$ cat src/rtl/esct_pkg.sv
// Shared types, constants and fixed-point helpers for the sphere conduction step.
package esct_pkg;

  localparam int FX_W            = 48;
  localparam int GAIN_W          = 47;
  localparam int SPACE_STEPS_DEF = 32;
  localparam int MUL_SLICE       = 24;
  localparam int DIV_STEPS       = 24;
  localparam int CFG_IDX_W       = 3;

  typedef logic signed [FX_W-1:0] fx_t;
  typedef logic [GAIN_W-1:0]      gain_t;

  localparam fx_t FX_ONE = fx_t'(64'sd4294967296);
  localparam fx_t FX_MAX = fx_t'(64'sd140737488355327);
  localparam fx_t FX_MIN = fx_t'(-64'sd140737488355328);

  localparam logic [CFG_IDX_W-1:0] REG_MUSHY_LOW    = 3'd0;
  localparam logic [CFG_IDX_W-1:0] REG_MUSHY_HIGH   = 3'd1;
  localparam logic [CFG_IDX_W-1:0] REG_GAIN_SOLID   = 3'd2;
  localparam logic [CFG_IDX_W-1:0] REG_GAIN_MUSHY   = 3'd3;
  localparam logic [CFG_IDX_W-1:0] REG_OUTSIDE_TEMP = 3'd4;
  localparam logic [CFG_IDX_W-1:0] REG_INITIAL_TEMP = 3'd5;

  // Magnitude of a Q16.32 value; the most negative value maps to 2^47.
  function automatic logic [FX_W-1:0] fx_mag(input fx_t v);
    fx_t n;
    n = -v;
    return v[FX_W-1] ? n : v;
  endfunction

  // Apply a sign to a magnitude and saturate into the Q16.32 range.
  function automatic fx_t clamp_mag(input logic neg, input logic [63:0] m);
    fx_t t;
    t = fx_t'(m[FX_W-1:0]);
    if (neg) begin
      if (m >= (64'd1 << (FX_W-1))) return FX_MIN;
      return -t;
    end
    if (m > 64'(FX_MAX)) return FX_MAX;
    return t;
  endfunction

  // Saturate a widened signed sum back to Q16.32.
  function automatic fx_t sat_fx(input logic signed [51:0] v);
    if (v > 52'(FX_MAX)) return FX_MAX;
    if (v < 52'(FX_MIN)) return FX_MIN;
    return v[FX_W-1:0];
  endfunction

endpackage

$ cat src/rtl/esct_div.sv
// Restoring divider, two quotient bits per cycle, with preset partial remainder.
module esct_div (
  input  logic                        clk,
  input  logic                        rst,
  input  logic                        start,
  input  logic [esct_pkg::FX_W-1:0]   rem0,
  input  logic [esct_pkg::FX_W-1:0]   bits,
  input  logic [esct_pkg::FX_W-1:0]   den,
  output logic                        done,
  output logic [esct_pkg::FX_W-1:0]   quo,
  output logic [esct_pkg::FX_W-1:0]   rem
);
  import esct_pkg::*;

  logic [FX_W-1:0] r, sh, q, d;
  logic [4:0]      cnt;
  logic            busy;
  logic [FX_W:0]   t1, t2;
  logic            ge1, ge2;
  logic [FX_W-1:0] r1, r2;

  always_comb begin
    t1  = {r, sh[FX_W-1]};
    ge1 = t1 >= {1'b0, d};
    r1  = ge1 ? FX_W'(t1 - {1'b0, d}) : t1[FX_W-1:0];
    t2  = {r1, sh[FX_W-2]};
    ge2 = t2 >= {1'b0, d};
    r2  = ge2 ? FX_W'(t2 - {1'b0, d}) : t2[FX_W-1:0];
  end

  always_ff @(posedge clk) begin
    if (rst) begin
      busy <= 1'b0;
      done <= 1'b0;
      cnt  <= 5'd0;
    end else begin
      done <= 1'b0;
      if (start) begin
        busy <= 1'b1;
        cnt  <= 5'd0;
      end else if (busy) begin
        cnt <= cnt + 5'd1;
        if (cnt == 5'(DIV_STEPS-1)) begin
          busy <= 1'b0;
          done <= 1'b1;
        end
      end
    end
  end

  always_ff @(posedge clk) begin
    if (start) begin
      r  <= rem0;
      sh <= bits;
      d  <= den;
      q  <= '0;
    end else if (busy) begin
      r  <= r2;
      sh <= sh << 2;
      q  <= {q[FX_W-3:0], ge1, ge2};
    end
  end

  assign quo = q;
  assign rem = r;

  a_start_busy: assert property (@(posedge clk) disable iff (rst) start |=> busy)
    else $error("divider did not go busy after start");
  a_done_idle: assert property (@(posedge clk) disable iff (rst) done |-> !busy)
    else $error("divider done while still busy");
  a_rem_bound: assert property (@(posedge clk) disable iff (rst) (busy && !start) |=> r < d)
    else $error("divider partial remainder out of range");

endmodule
$ cat config.mk
export PLATFORM = sky130hd
export DESIGN_NAME = esct_div
export DESIGN_NICKNAME = d
export VERILOG_FILES = /design/src/rtl/esct_pkg.sv /design/src/rtl/esct_div.sv
export SDC_FILE = /design/constraint.sdc
export NUM_CORES = 1
export LEC_CHECK = 0
export BUFFER_PORTS_ARGS = -buffer_cell sky130_fd_sc_hd__buf_2
export CAP_MARGIN = 25
export CORE_MARGIN = 10
export CORE_UTILIZATION = 51
export DETAILED_ROUTE_END_ITERATION = 12
export HOLD_SLACK_MARGIN = 0.03
export PLACE_DENSITY = 0.77
export REMOVE_ABC_BUFFERS = 1
export SETUP_SLACK_MARGIN = 0.3
export SYNTH_ARGS = -nofsm -noshare
export SYNTH_HDL_FRONTEND = slang
export SYNTH_SLANG_ARGS = --single-unit
$ cat constraint.sdc
create_clock -name clk -period 6.25 [get_ports clk]
set_clock_uncertainty 0.1 [all_clocks]
set_input_delay 1.25 -clock clk [delete_from_list [all_inputs] [get_ports clk]]
set_output_delay 1.25 -clock clk [all_outputs]
set_load 0.02 [all_outputs]
# After elaboration in Yosys (flattened, before gate mapping)

Index checks and enable logic that the tools add are counted.

Flip-flop bits (word level): 199
Input bits: 147
Output and inout bits: 97
Word-level logic and storage cells: 27

Add/sub/neg operators: 3
Magnitude comparators: 2
Equal/unequal tests: 1
Multiplexer cells: 10
Bitwise logic cells: 1
Reduce and logical (&&, ||, !) cells: 3

Operators by type and width:

| operator              | number |
|---|---|
| $mux W48              | 6 |
| $ge A49 B48 Y1        | 2 |
| $sub A48 B48 Y48      | 2 |
| $add A5 B1 Y5 const B | 1 |
| $eq A5 B5 Y1 const B  | 1 |
| $mux W1               | 4 |
| $reduce_or A3 Y1      | 1 |
| $reduce_bool A2 Y1    | 1 |
| $reduce_or A2 Y1      | 1 |
| $not A1 Y1            | 1 |

# Depth between registers and ports, before layout

Depth after elaboration: 6
Depth in mapped cells: 29
Depth with buffers taken out: 25

# Worst setup path after synthesis

No wires, ideal clock.

Path type: flip-flop to flip-flop
From: register r[19] (netlist: rem[19])
To: register r[42] (netlist: rem[42]) (data pin)
Library setup time: 261 ps
Data arrival time: 5700 ps
Path slack: 189 ps
Cell stages (with the launch flop): 26
Path buffers: 4
Clock period less this slack: 6061 ps
Cell sequence: edfxtp_1 ha_1 buf_2 a21o_1 a31o_2 nor3_1 nand3_1 a211oi_2 o21ai_1 nand2_1 buf_2 buf_2 clkbuf_1 o21ai_0 fa_1 a21o_1 a221oi_2 o32a_1 and3_1 o41ai_2 o41ai_1 o211a_1 o21bai_1 xnor2_1 a211oi_1 a311o_1

Longest elaborated chain between the ends: 6

Ends and longest elaborated chain:

| what                                               | line                           | RTL |
|---|---|---|
| start, declared                                    | esct_div.sv:15                 | `logic [FX_W-1:0] r, sh, q, d;` |
| start signal, assigned                             | esct_div.sv:53                 | `r <= rem0;` |
| start signal, assigned                             | esct_div.sv:58                 | `r <= r2;` |
| $sub A48 B48 Y48 or $ge A49 B48 Y1 (tied branches) | esct_div.sv:25, esct_div.sv:24 |  |
| $mux W48 *                                         | esct_div.sv:25                 | `r1 = ge1 ? FX_W'(t1 - {1'b0, d}) : t1[FX_W-1:0];` |
| $sub A48 B48 Y48 or $ge A49 B48 Y1 (tied branches) | esct_div.sv:28, esct_div.sv:27 |  |
| $mux W48 *                                         | esct_div.sv:28                 | `r2 = ge2 ? FX_W'(t2 - {1'b0, d}) : t2[FX_W-1:0];` |
| $mux W48 *                                         | esct_div.sv:57                 | `end else if (busy) begin` |
| $mux W48 *                                         | esct_div.sv:52                 | `if (start) begin` |

Mark *: on every way between the ends. The rest lies on a longest branch, timed or not. The select of a mux whose other input is x is not followed.
A chain may end at the register's enable or synchronous reset.

# Worst setup path after layout

From: register r[21] (netlist: rem[21])
To: register r[42] (netlist: rem[42]) (data pin)

The elaborated chain is that of the path after synthesis.

==> flow_summary.ini <==
[detailed_routing]
first_pass_iters = 5
via_per_inst = 5.92
detail_route.wl_per_cell_microns = 20.6
postRouteAntennaNets = 0
drc = 0
num_vias = 13700
drt-total-wl_microns = 47700
initialDrtViolationCount = 1406

[final_layout]
syn2layout_area_growth_pct = 28.4
stdcell_area_sq_mm = 0.0181
num-nets-final = 2176
drive_above_1_share_pct = 32.1

[timing]
fin_crit_ps = 5790
worst_slew_pin_slew_ps = 984
fmaxAchievable_ghz = 0.173
period_share_pct = 92.6
slew_headroom_pct = 34.4
whs_ps = 400
finalHoldViolCount = 0
finalSetupViolCount = 0
drv_slew = 0
rsz0062_at_grt = true

[clocking]
cts_tree = done
root_buffer = clkbuf_16
clkLatencyLatePin_ps = 460
clk_pin_slew_ps = 90
max-clock-path-buffers = 2
cts_htree_levels = 4
cts_hold_buf = 0
cts_made_buffers = 17
cts_sinks = 199

[worst_setup_path]
regToRegStartpoint = rem[21]$_DFFE_PP_
critPathLaunchType = register
worst_setup_path_end_kind = register
crit_fanout = 16
worstPathArrival_ps = 5890
worst_r2r_path_depth = 23
required_ps = 6360
worst_r2r_endpoint = rem[42]$_DFFE_PP_
worst-r2r-setup-slack_ps = 460
critPathKind = reg -> reg

[place]
hpwl_microns = 36400
routabilityCongestion = 1.01
place.port_buffers = 243
placed_cell_area_sq_mm = 0.0169

[yosys]
synth.avg_cell_area_sq_um = 9.15
synth_area_sq_mm = 0.0141
synth_edf_count = 144
yosysUniqueCellTypes = 74
synthFlopType = edfxtp_1
synth_top_cell_by_area = edfxtp_1
ys_async_sr_fraction_pct = 0
ys_warn_count = 0
syn-instance-count = 1545
ys_ff_latch = 199
synth_top_area_share_pct = 30.6
ys_seq_area_share_pct = 38.4
synthTopCellsByArea = edfxtp_1, ha_1, dfxtp_1

[floorplan]
dieArea_sq_mm = 0.0348
io_pins = 244
start_util_pct = 52.1
core_area_sq_mm = 0.0271
rows = 60
die_y_microns = 186
die_x_microns = 186

[hold_path]
hold_class = reg -> reg
whs_path_depth = 2
hold_start = cnt[4]$_SDFFE_PP0P_
hold_end = done$_SDFF_PP0_

[flow_run]
maxCapViolCount = 0

[global_routing]
gr-total-overflow = 0
grt_pass1_vias = 13600
grt_pass1_wl_microns = 73900
track_usage_pct = 26.0
grt_start_max_net_pins = 88
antenna_found_initial = 8

[run_status]
status = complete, no violations
cell type report:
| class | instances | area [sq um] |
|---|---|---|
| well taps | 372 | 465 |
| multi-input cells | 1189 | 8500 |
| clock inverters | 15 | 226 |
| diodes | 2 | 5.00 |
| flip-flops and latches | 199 | 5430 |
| clock buffers | 17 | 425 |
| fillers | 2222 | 8960 |
| repair buffers | 449 | 2820 |
| inverters | 74 | 278 |
worst max-delay path, stage by stage, from the launching register on:
cell and delay (ps):
edfxtp_1 460, ha_4 340, nand4_1 180, nor4_2 390, buf_4 190, nand2_1 60
o31ai_2 240, buf_4 150, a31o_2 110, nand2_2 80, buf_12 160, mux2_2 280
ha_1 290, a21o_1 220, a221oi_2 330, o32a_1 280, and3_4 230, o41ai_4 90
o41ai_2 420, o211a_1 260, o21bai_1 110, xnor2_1 180, a211oi_1 70, a311o_1 300
sequential cells by signal, summed over array words and instances (netlist names):
| name | cells |
|---|---|
| rem | 48 |
| sh | 48 |
| done | 1 |
| quo | 48 |
| d | 48 |
| cnt | 5 |
| busy | 1 |
timing repair:
action,in CTS,in global routing
buffers inserted,0,19
pin swaps,3,27
resized for setup,14,88
setup endpoints to repair,48,49
logic make-up after synthesis:
logic type | after synthesis | share of synthesized area (%)
flip-flops | 199 | 38.4
XOR/XNOR | 89 | 5.52
AND/OR/NAND/NOR | 449 | 14.6
adder cells (fa/ha/maj) | 99 | 8.87
buffers and inverters | 157 | 4.35
AO/OA/AOI/OAI | 451 | 20.6
multiplexers | 101 | 7.63
metal layers:
metal  vias to the layer above  share of wire [%]  track usage (%)
met4                        10                3.3             9.37
li1                       6477                  -                -
met3                       117                8.6             7.60
met1                      6478                 42             32.6
met2                       627                 46             41.8
met5                         -               0.13                0
layout by cell type (no fill, tap or decap), drive strengths merged, types with 34 or more instances in the layout:
cell type	netlist	routed
mux2i	47	47
dfxtp	55	55
xnor2	58	58
a21o	57	57
nor2	119	119
edfxtp	144	144
nand4	34	34
ha	97	97
inv	74	84
nand3	46	46
buf	26	449
mux2	54	54
o21ai	117	117
nand2	157	157
a21oi	107	107
cell usage after synthesis (all sizes together) (34+ instances only):
master  number
a21o        57
a21oi      107
clkbuf      57
dfxtp       55
edfxtp     144
ha          97
inv         74
mux2        54
mux2i       47
nand2      157
nand3       46
nand4       34
nor2       119
o21ai      117
xnor2       58
stage by stage:
step                      setup TNS (ps)  cells  setup WS (ps)  util [%]
after detailed placement               0   2263           64.2      62.4
after global placement                 0   2263            235      62.4
after global routing                   0   2317            256      67.0
after floorplan                   -41020   1462          -1300         -
final                                  0   2317            462      67.0
after CTS                              0   2295            277      65.0
worst max-delay path by stage:
stage,from,to,depth (start not counted)
finish,rem[21]$_DFFE_PP_,rem[42]$_DFFE_PP_,23
global placement,rem[15]$_DFFE_PP_,rem[38]$_DFFE_PP_,26
detailed placement,rem[17]$_DFFE_PP_,rem[36]$_DFFE_PP_,25
CTS,d[18]$_DFFE_PP_,rem[41]$_DFFE_PP_,26
floorplan,rem[17]$_DFFE_PP_,rem[2]$_DFFE_PP_,21
global route,rem[15]$_DFFE_PP_,rem[40]$_DFFE_PP_,25
Power is left out: the tool's default activity adds up to more than one toggle a clock period on the data nets, which glitch-free logic cannot reach.
