## config.mk

```make
export PLATFORM = sky130hd
export DESIGN_NAME = esct_mul
export DESIGN_NICKNAME = d
export VERILOG_FILES = /design/src/rtl/esct_pkg.sv /design/src/rtl/esct_mul.sv
export SDC_FILE = /design/constraint.sdc
export NUM_CORES = 2
export LEC_CHECK = 0
export BUFFER_PORTS_ARGS = -buffer_cell sky130_fd_sc_hd__buf_2
export CAP_MARGIN = 20
export CORE_MARGIN = 8
export CORE_UTILIZATION = 70
export DETAILED_ROUTE_END_ITERATION = 8
export HOLD_SLACK_MARGIN = 0.06
export PLACE_DENSITY_LB_ADDON = 0.05
export SETUP_SLACK_MARGIN = 0.5
export SLEW_MARGIN = 10
export SYNTH_ARGS = -nofsm -noshare
export SYNTH_HDL_FRONTEND = slang
export SYNTH_SLANG_ARGS = --single-unit
```

## constraint.sdc

```tcl
create_clock -name clk -period 23.4 [get_ports clk]
set_input_delay 3.51 -clock clk [delete_from_list [all_inputs] [get_ports clk]]
set_output_delay 3.51 -clock clk [all_outputs]
set_load 0.05 [all_outputs]
```

## src/rtl/esct_pkg.sv

```systemverilog
// Shared types, constants and fixed-point helpers for the sphere conduction step.
package esct_pkg;

  localparam int FX_W            = 48;
  localparam int GAIN_W          = 47;
  localparam int SPACE_STEPS_DEF = 32;
  localparam int MUL_SLICE       = 24;
  localparam int DIV_STEPS       = 24;
  localparam int CFG_IDX_W       = 3;

  typedef logic signed [FX_W-1:0] fx_t;
  typedef logic [GAIN_W-1:0]      gain_t;

  localparam fx_t FX_ONE = fx_t'(64'sd4294967296);
  localparam fx_t FX_MAX = fx_t'(64'sd140737488355327);
  localparam fx_t FX_MIN = fx_t'(-64'sd140737488355328);

  localparam logic [CFG_IDX_W-1:0] REG_MUSHY_LOW    = 3'd0;
  localparam logic [CFG_IDX_W-1:0] REG_MUSHY_HIGH   = 3'd1;
  localparam logic [CFG_IDX_W-1:0] REG_GAIN_SOLID   = 3'd2;
  localparam logic [CFG_IDX_W-1:0] REG_GAIN_MUSHY   = 3'd3;
  localparam logic [CFG_IDX_W-1:0] REG_OUTSIDE_TEMP = 3'd4;
  localparam logic [CFG_IDX_W-1:0] REG_INITIAL_TEMP = 3'd5;

  // Magnitude of a Q16.32 value; the most negative value maps to 2^47.
  function automatic logic [FX_W-1:0] fx_mag(input fx_t v);
    fx_t n;
    n = -v;
    return v[FX_W-1] ? n : v;
  endfunction

  // Apply a sign to a magnitude and saturate into the Q16.32 range.
  function automatic fx_t clamp_mag(input logic neg, input logic [63:0] m);
    fx_t t;
    t = fx_t'(m[FX_W-1:0]);
    if (neg) begin
      if (m >= (64'd1 << (FX_W-1))) return FX_MIN;
      return -t;
    end
    if (m > 64'(FX_MAX)) return FX_MAX;
    return t;
  endfunction

  // Saturate a widened signed sum back to Q16.32.
  function automatic fx_t sat_fx(input logic signed [51:0] v);
    if (v > 52'(FX_MAX)) return FX_MAX;
    if (v < 52'(FX_MIN)) return FX_MIN;
    return v[FX_W-1:0];
  endfunction

endpackage

```

## src/rtl/esct_mul.sv

```systemverilog
// Multi-cycle Q16.32 multiplier: four 24x24 partial products, rounding and saturation.
module esct_mul (
  input  logic          clk,
  input  logic          rst,
  input  logic          start,
  input  esct_pkg::fx_t a,
  input  esct_pkg::fx_t b,
  output logic          done,
  output esct_pkg::fx_t y
);
  import esct_pkg::*;

  logic [FX_W-1:0]      ma, mb;
  logic                 neg;
  logic                 busy;
  logic [2:0]           cnt;
  logic [2*MUL_SLICE-1:0] pp;
  logic [5:0]           pp_sh;
  logic [2*FX_W-1:0]    acc;
  logic [2*FX_W-1:0]    acc_rnd;
  logic [MUL_SLICE-1:0] pa, pb;

  assign pa      = cnt[0] ? ma[FX_W-1:MUL_SLICE] : ma[MUL_SLICE-1:0];
  assign pb      = cnt[1] ? mb[FX_W-1:MUL_SLICE] : mb[MUL_SLICE-1:0];
  assign acc_rnd = acc + (96'd1 << 31);

  always_ff @(posedge clk) begin
    if (rst) begin
      busy <= 1'b0;
      done <= 1'b0;
      cnt  <= 3'd0;
    end else begin
      done <= 1'b0;
      if (start) begin
        busy <= 1'b1;
        cnt  <= 3'd0;
      end else if (busy) begin
        cnt <= cnt + 3'd1;
        if (cnt == 3'd5) begin
          busy <= 1'b0;
          done <= 1'b1;
        end
      end
    end
  end

  always_ff @(posedge clk) begin
    if (start) begin
      ma  <= fx_mag(a);
      mb  <= fx_mag(b);
      neg <= a[FX_W-1] ^ b[FX_W-1];
      acc <= '0;
    end else if (busy) begin
      if (cnt < 3'd4) begin
        pp <= pa * pb;
        if (cnt[0] & cnt[1])      pp_sh <= 6'(2*MUL_SLICE);
        else if (cnt[0] | cnt[1]) pp_sh <= 6'(MUL_SLICE);
        else                      pp_sh <= 6'd0;
      end
      if (cnt >= 3'd1 && cnt <= 3'd4) begin
        acc <= acc + ({48'd0, pp} << pp_sh);
      end
      if (cnt == 3'd5) begin
        y <= clamp_mag(neg, acc_rnd[2*FX_W-1:32]);
      end
    end
  end

  a_start_busy: assert property (@(posedge clk) disable iff (rst) start |=> busy)
    else $error("multiplier did not go busy after start");
  a_done_idle: assert property (@(posedge clk) disable iff (rst) done |-> !busy)
    else $error("multiplier done while still busy");
  a_no_restart: assert property (@(posedge clk) disable iff (rst) !(start && busy))
    else $error("multiplier restarted while busy");

endmodule

```

**Yosys cells after proc, flatten, opt, wreduce, memory -nomap -nowiden**

Index checks and enable logic that the tools add are counted.

- Register bits: 300
- Bits in latches: 0
- Bits in writable memories: 0
- Memory bits (read-only): 0
- Input port bits: 99
- Output and inout port bits: 49
- Word-level logic and storage cells: 66
- Memories kept: 0

- Add/sub/neg operators: 6
- $mul: 1
- Div/mod/pow operators: 0
- Magnitude comparators: 5
- Equal/unequal tests: 1
- Shifts and indexed selects: 1
- Muxes and demuxes: 29
- Bitwise operators: 5
- Reductions and logical operators: 6

Operators by type and width:

| operator | number |
|---|---|
| $mux 48 | 6 |
| $neg 48->48 | 3 |
| $add 96x32->96 const B | 1 |
| $add 96x96->96 | 1 |
| $shl 48x6->96 | 1 |
| $mux 47 | 2 |
| $ge 64x48->1 const B | 1 |
| $gt 64x47->1 const B | 1 |
| $mul 24x24->48 | 1 |
| $mux 24 | 2 |
| $mux 1 | 18 |
| $reduce_and 3->1 | 2 |
| $mux 5 | 1 |
| $add 3x1->3 const B | 1 |
| $eq 3x3->1 const B | 1 |
| $ge 3x1->1 const B | 1 |
| $le 3x3->1 const B | 1 |
| $lt 3x3->1 const B | 1 |
| $reduce_or 3->1 | 1 |
| $not 1->1 | 2 |
| $reduce_and 2->1 | 1 |
| $reduce_or 2->1 | 1 |
| $and 1x1->1 | 1 |
| $logic_and 1x1->1 | 1 |
| other kinds (2) | 2 |

**Depth between registers and ports, before layout**

- Depth after elaboration: 12
- Gate-level depth with buffers: 31

**Least setup slack after synthesis**

OpenSTA, ideal clock, no wires.

- Path type: register -> register
- Start point: register cnt[0]
- End point: register pp[47], data pin
- Setup time: 260 ps
- Arrival time: 8110 ps
- Path slack: 15030 ps
- Stages on the path, launching flop included: 32
- Buffers on the path: 4
- Cell sequence: dfxtp_1 -> clkbuf_1 -> clkbuf_1 -> clkbuf_1 -> mux2i_1 -> clkbuf_1 -> nor2_1 -> fa_1 -> fa_1 -> inv_1 -> fa_1 -> inv_1 -> fa_1 -> inv_1 -> fa_1 -> inv_1 -> fa_1 -> inv_1 -> fa_1 -> inv_1 -> ha_1 -> a21o_1 -> a21o_1 -> a221o_1 -> a31o_2 -> a211oi_1 -> o31ai_1 -> a21oi_1 -> o31ai_1 -> a221o_1 -> a21oi_1 -> xnor2_1

- Cells in the longest elaborated chain, start to end: 2

RTL lines:

| item | line | RTL |
|---|---|---|
| start: declaration | esct_mul.sv:16 | `logic [2:0] cnt;` |
| start signal: assignment | esct_mul.sv:38 | `cnt <= cnt + 3'd1;` |
| $mux 24 | esct_mul.sv:23 | `assign pa = cnt[0] ? ma[FX_W-1:MUL_SLICE] : ma[MUL_SLICE-1:0];` |
| $mul 24x24->48 | esct_mul.sv:55 | `pp <= pa * pb;` |
| end signal: assignment | esct_mul.sv:55 |  |
| end: declaration | esct_mul.sv:17 | `logic [2*MUL_SLICE-1:0] pp;` |

No other way between the ends.
A chain may end at the register's enable or synchronous reset.

**Worst setup path after layout**

- Start point: register cnt[0]
- End point: register pp[46], data pin

Same word-level chain as after synthesis.

==> impl_table.tex <==
\begin{tabular}{lr}
\hline
Metric & Value \\
\hline
\multicolumn{2}{l}{\textbf{Status}} \\
Outcome & finished, final reports clean \\
\multicolumn{2}{l}{\textbf{Critical path}} \\
Cell family with most CP delay & adder cells \\
Combined buffer and inverter count along the critical path & 5 \\
CP dominant cell by count & sky130\_fd\_sc\_hd\_\_fa\_1 \\
Worst Path Required & 23750 ps \\
Worst EP arrival & 9090 ps \\
Nature of the critical path endpoint & flip-flop \\
Cell with the biggest individual delay on the critical path & sky130\_fd\_sc\_hd\_\_mux2i\_2 \\
Type of the worst setup path & reg -> reg \\
Type of origin of the critical path & flip-flop \\
Critical path's largest stage delay & 860 ps \\
CP max FO & 52 \\
\multicolumn{2}{l}{\textbf{STA}} \\
Hold Violations, Final & 0 \\
Clock period minus worst slack & 8750 ps \\
Setup\_tns & 0 ps \\
Share of the clock period used by the worst path after layout & 37.4\% \\
Slew Viols, Final & 0 \\
Worst relative slew slack & 34.5\% \\
Transition at the pin with the smallest max-transition slack & 969 ps \\
Post-route worst hold slack & 458 ps \\
Final worst clock skew & 18.9 ps \\
RSZ-0062 raised after global routing & no \\
Max Freq & 114 MHz \\
Final-report setup violation count & 0 \\
\multicolumn{2}{l}{\textbf{Clocking}} \\
Clock buffer depth & 3 \\
Buffers inserted during post-CTS setup optimization & 0 \\
Count of hold-fix buffers inserted at cts & 0 \\
Number of levels the H-tree was split into & 2 \\
TritonCTS buffer count & 37 \\
Buffer cell driving the clock tree root & sky130\_fd\_sc\_hd\_\_clkbuf\_16 \\
Clock slew at the register clock pins of the worst setup and hold paths & 70 ps \\
Post-CTS Resized & 0 \\
Worst-skew pair later-pin latency & 600 ps \\
CTS tree & done \\
Sink Count & 297 \\
\multicolumn{2}{l}{\textbf{GRT}} \\
Overall fraction of global-route tracks in use & 38.4\% \\
Maximum number of pins on one net before global-route repair & 69 \\
Vias in the first global route & 35400 \\
Total gr overflow & 0 \\
Global-route wire length before repair & 199000 um \\
Number of antenna violations at the first check in global routing & 0 \\
\multicolumn{2}{l}{\textbf{Synth}} \\
Share of synthesized flip-flops with an asynchronous set or reset & 0\% \\
Cell type with the largest total area after synthesis & sky130\_fd\_sc\_hd\_\_fa\_1 \\
Post-synthesis simple-gate area fraction & 17.3\% \\
Top cells by instance count after synthesis & 638 x sky130\_fd\_sc\_hd\_\_nand2\_1, 581 x sky130\_fd\_sc\_hd\_\_inv\_1, 519 x sky130\_fd\_sc\_hd\_\_nor2\_1 \\
Count of cell types in the netlist & 79 \\
Mean instance size in the synthesized netlist & 8.54 um2 \\
Adder-Cell Fraction of Synth Area & 32.2\% \\
Top cell type's share of synthesized area & 23.7\% \\
Fraction of the yosys area taken by sequential cells & 19.4\% \\
Post-Synthesis Cells & 4771 \\
Xor/xnor share of the synthesized area & 6.19\% \\
Net count after synthesis & 5630 \\
Summed instance area of the synthesized netlist & 40700 um2 \\
Count of warnings emitted by yosys & 0 \\
Main combinational cell family by area after synthesis & adder cells \\
EDFF count, synth & 196 \\
Most instantiated flip-flop cell in the synthesis netlist & sky130\_fd\_sc\_hd\_\_edfxtp\_1 \\
Synthesized-area fraction occupied by ao, oa, aoi and oai cells & 13.2\% \\
Most instantiated library cell after synthesis & sky130\_fd\_sc\_hd\_\_nand2\_1 \\
Leading cell types by total area after synthesis & sky130\_fd\_sc\_hd\_\_fa\_1 24\%, sky130\_fd\_sc\_hd\_\_edfxtp\_1 14\%, sky130\_fd\_sc\_hd\_\_ha\_1 8.5\% \\
Number of synthesized register bits & 297 \\
Multiplexer fraction of the synthesized cell area & 4.10\% \\
\multicolumn{2}{l}{\textbf{Final layout}} \\
Layout cells sized above 1 & 8.02\% \\
Number of filler cells placed in the layout & 4311 \\
Total area of sequential cells & 7910 um2 \\
Final core area utilization & 75.1\% \\
Post-layout nets & 5643 \\
Multi-input gate area in the final layout & 29800 um2 \\
Final Cell Area & 43300 um2 \\
P\&R area growth vs syn & 6.19\% \\
\multicolumn{2}{l}{\textbf{Detailed routing}} \\
Routed wire length & 129000 um \\
Number of iterations in the first detailed-routing pass & 6 \\
Via-to-Cell Ratio & 6.37 \\
Detail-routed net length per standard cell & 23.2 um \\
Number of violations reported at the end of detailed-routing iteration 0 & 3678 \\
Detail Route Antenna Nets & 0 \\
Via count of the routed design & 35500 \\
Final routed DRC violation total & 0 \\
\multicolumn{2}{l}{\textbf{Flow run}} \\
Max-cap check violation count & 0 \\
\multicolumn{2}{l}{\textbf{Floorplan}} \\
Overall die area & 66200 um2 \\
Number of primary I/O pins & 148 \\
Die H & 257 um \\
Core region area & 57600 um2 \\
Starting density of the core & 70.8\% \\
Die X & 257 um \\
Row count & 88 \\
\multicolumn{2}{l}{\textbf{Place}} \\
Routability congestion estimate & 1.09 \\
Port bufs & 147 \\
Post-DP HPWL & 100000 um \\
DP Area & 42000 um2 \\
\multicolumn{2}{l}{\textbf{Min path}} \\
Worst min-delay path category & reg -> reg \\
\hline
\end{tabular}
[cells by family (layout without fill, tap and decap cells)]
kind of cell             count (synthesis)  in the layout
AND/OR/NAND/NOR                       1593           1593
flip-flops                             297            297
buffers and inverters                  816            855
multiplexers                           158            158
XOR/XNOR                               288            288
adder cells (fa/ha/maj)                760            760
AO/OA/AOI/OAI                          859            859
other                                    0              1
[tightest hold or removal path, delay by kind of cell (launching register included)]
family	cells	cell delay, ps
AOI/OAI and AO/OA	1	50
and+or+nand+nor	1	50
DFF	1	310
[cell type report]
| cell class | instances | share of cell area [%] |
|---|---|---|
| repair buffers | 208 | 2.80 |
| well taps | 765 | 2.21 |
| clock inverters | 21 | 0.460 |
| inverters | 582 | 5.05 |
| clock buffers | 44 | 2.30 |
| multi-input cells | 3658 | 68.9 |
| diodes | 1 | 0.00578 |
| flip-flops and latches | 297 | 18.3 |
[metrics by stage]
step                setup slack (ps)  cells
floorplan                      15030   4771
global placement               14590   5508
detailed placement             14460   5508
CTS                            14450   5573
global route                   14340   5575
finish                         14650   5576
[sequential cells by signal (all words and copies together), names as in the netlist]
signal  cells
acc        96
ma         48
mb         48
pp         48
y          48
cnt         3
pp_sh       3
busy        1
done        1
neg         1
[cell usage in the layout (no fill, tap or decap), drive strengths merged, types with 40 or more instances in the layout]
cell type / netlist / routed
dfxtp: 101 / 101
inv: 581 / 587
a21o: 70 / 70
clkbuf: 205 / 44
nand2: 638 / 638
a21oi: 283 / 283
ha: 277 / 277
xor2: 73 / 73
nor2: 519 / 519
nand4: 64 / 64
edfxtp: 196 / 196
o31ai: 40 / 40
xnor2: 215 / 215
and2: 45 / 45
fa: 483 / 483
mux2: 70 / 70
buf: 29 / 208
nor3: 57 / 57
o21ai: 196 / 196
mux2i: 88 / 88
nand3: 76 / 76
[layer usage]
layer / share of wire [%] / track usage [%]
met1: 36 / 45.5
met3: 9.9 / 9.47
met2: 47 / 62.9
met4: 7.1 / 22.9
met5: 0 / 0
[final timing paths]
path	end	cells past startpoint	slack [ps]	startpoint
worst max-delay path	pp[46]$_DFFE_PP_	26	14650	cnt[0]$_SDFFE_PP0P_
worst min-delay path	acc[12]$_SDFFE_PP0P_	2	460	acc[12]$_SDFFE_PP0P_
worst max register to register	pp[46]$_DFFE_PP_	26	14650	cnt[0]$_SDFFE_PP0P_
worst min register to register	acc[12]$_SDFFE_PP0P_	2	460	acc[12]$_SDFFE_PP0P_
Power is not shown: default switching activity piles up to over one toggle a cycle in this logic, so the estimate is an artifact.
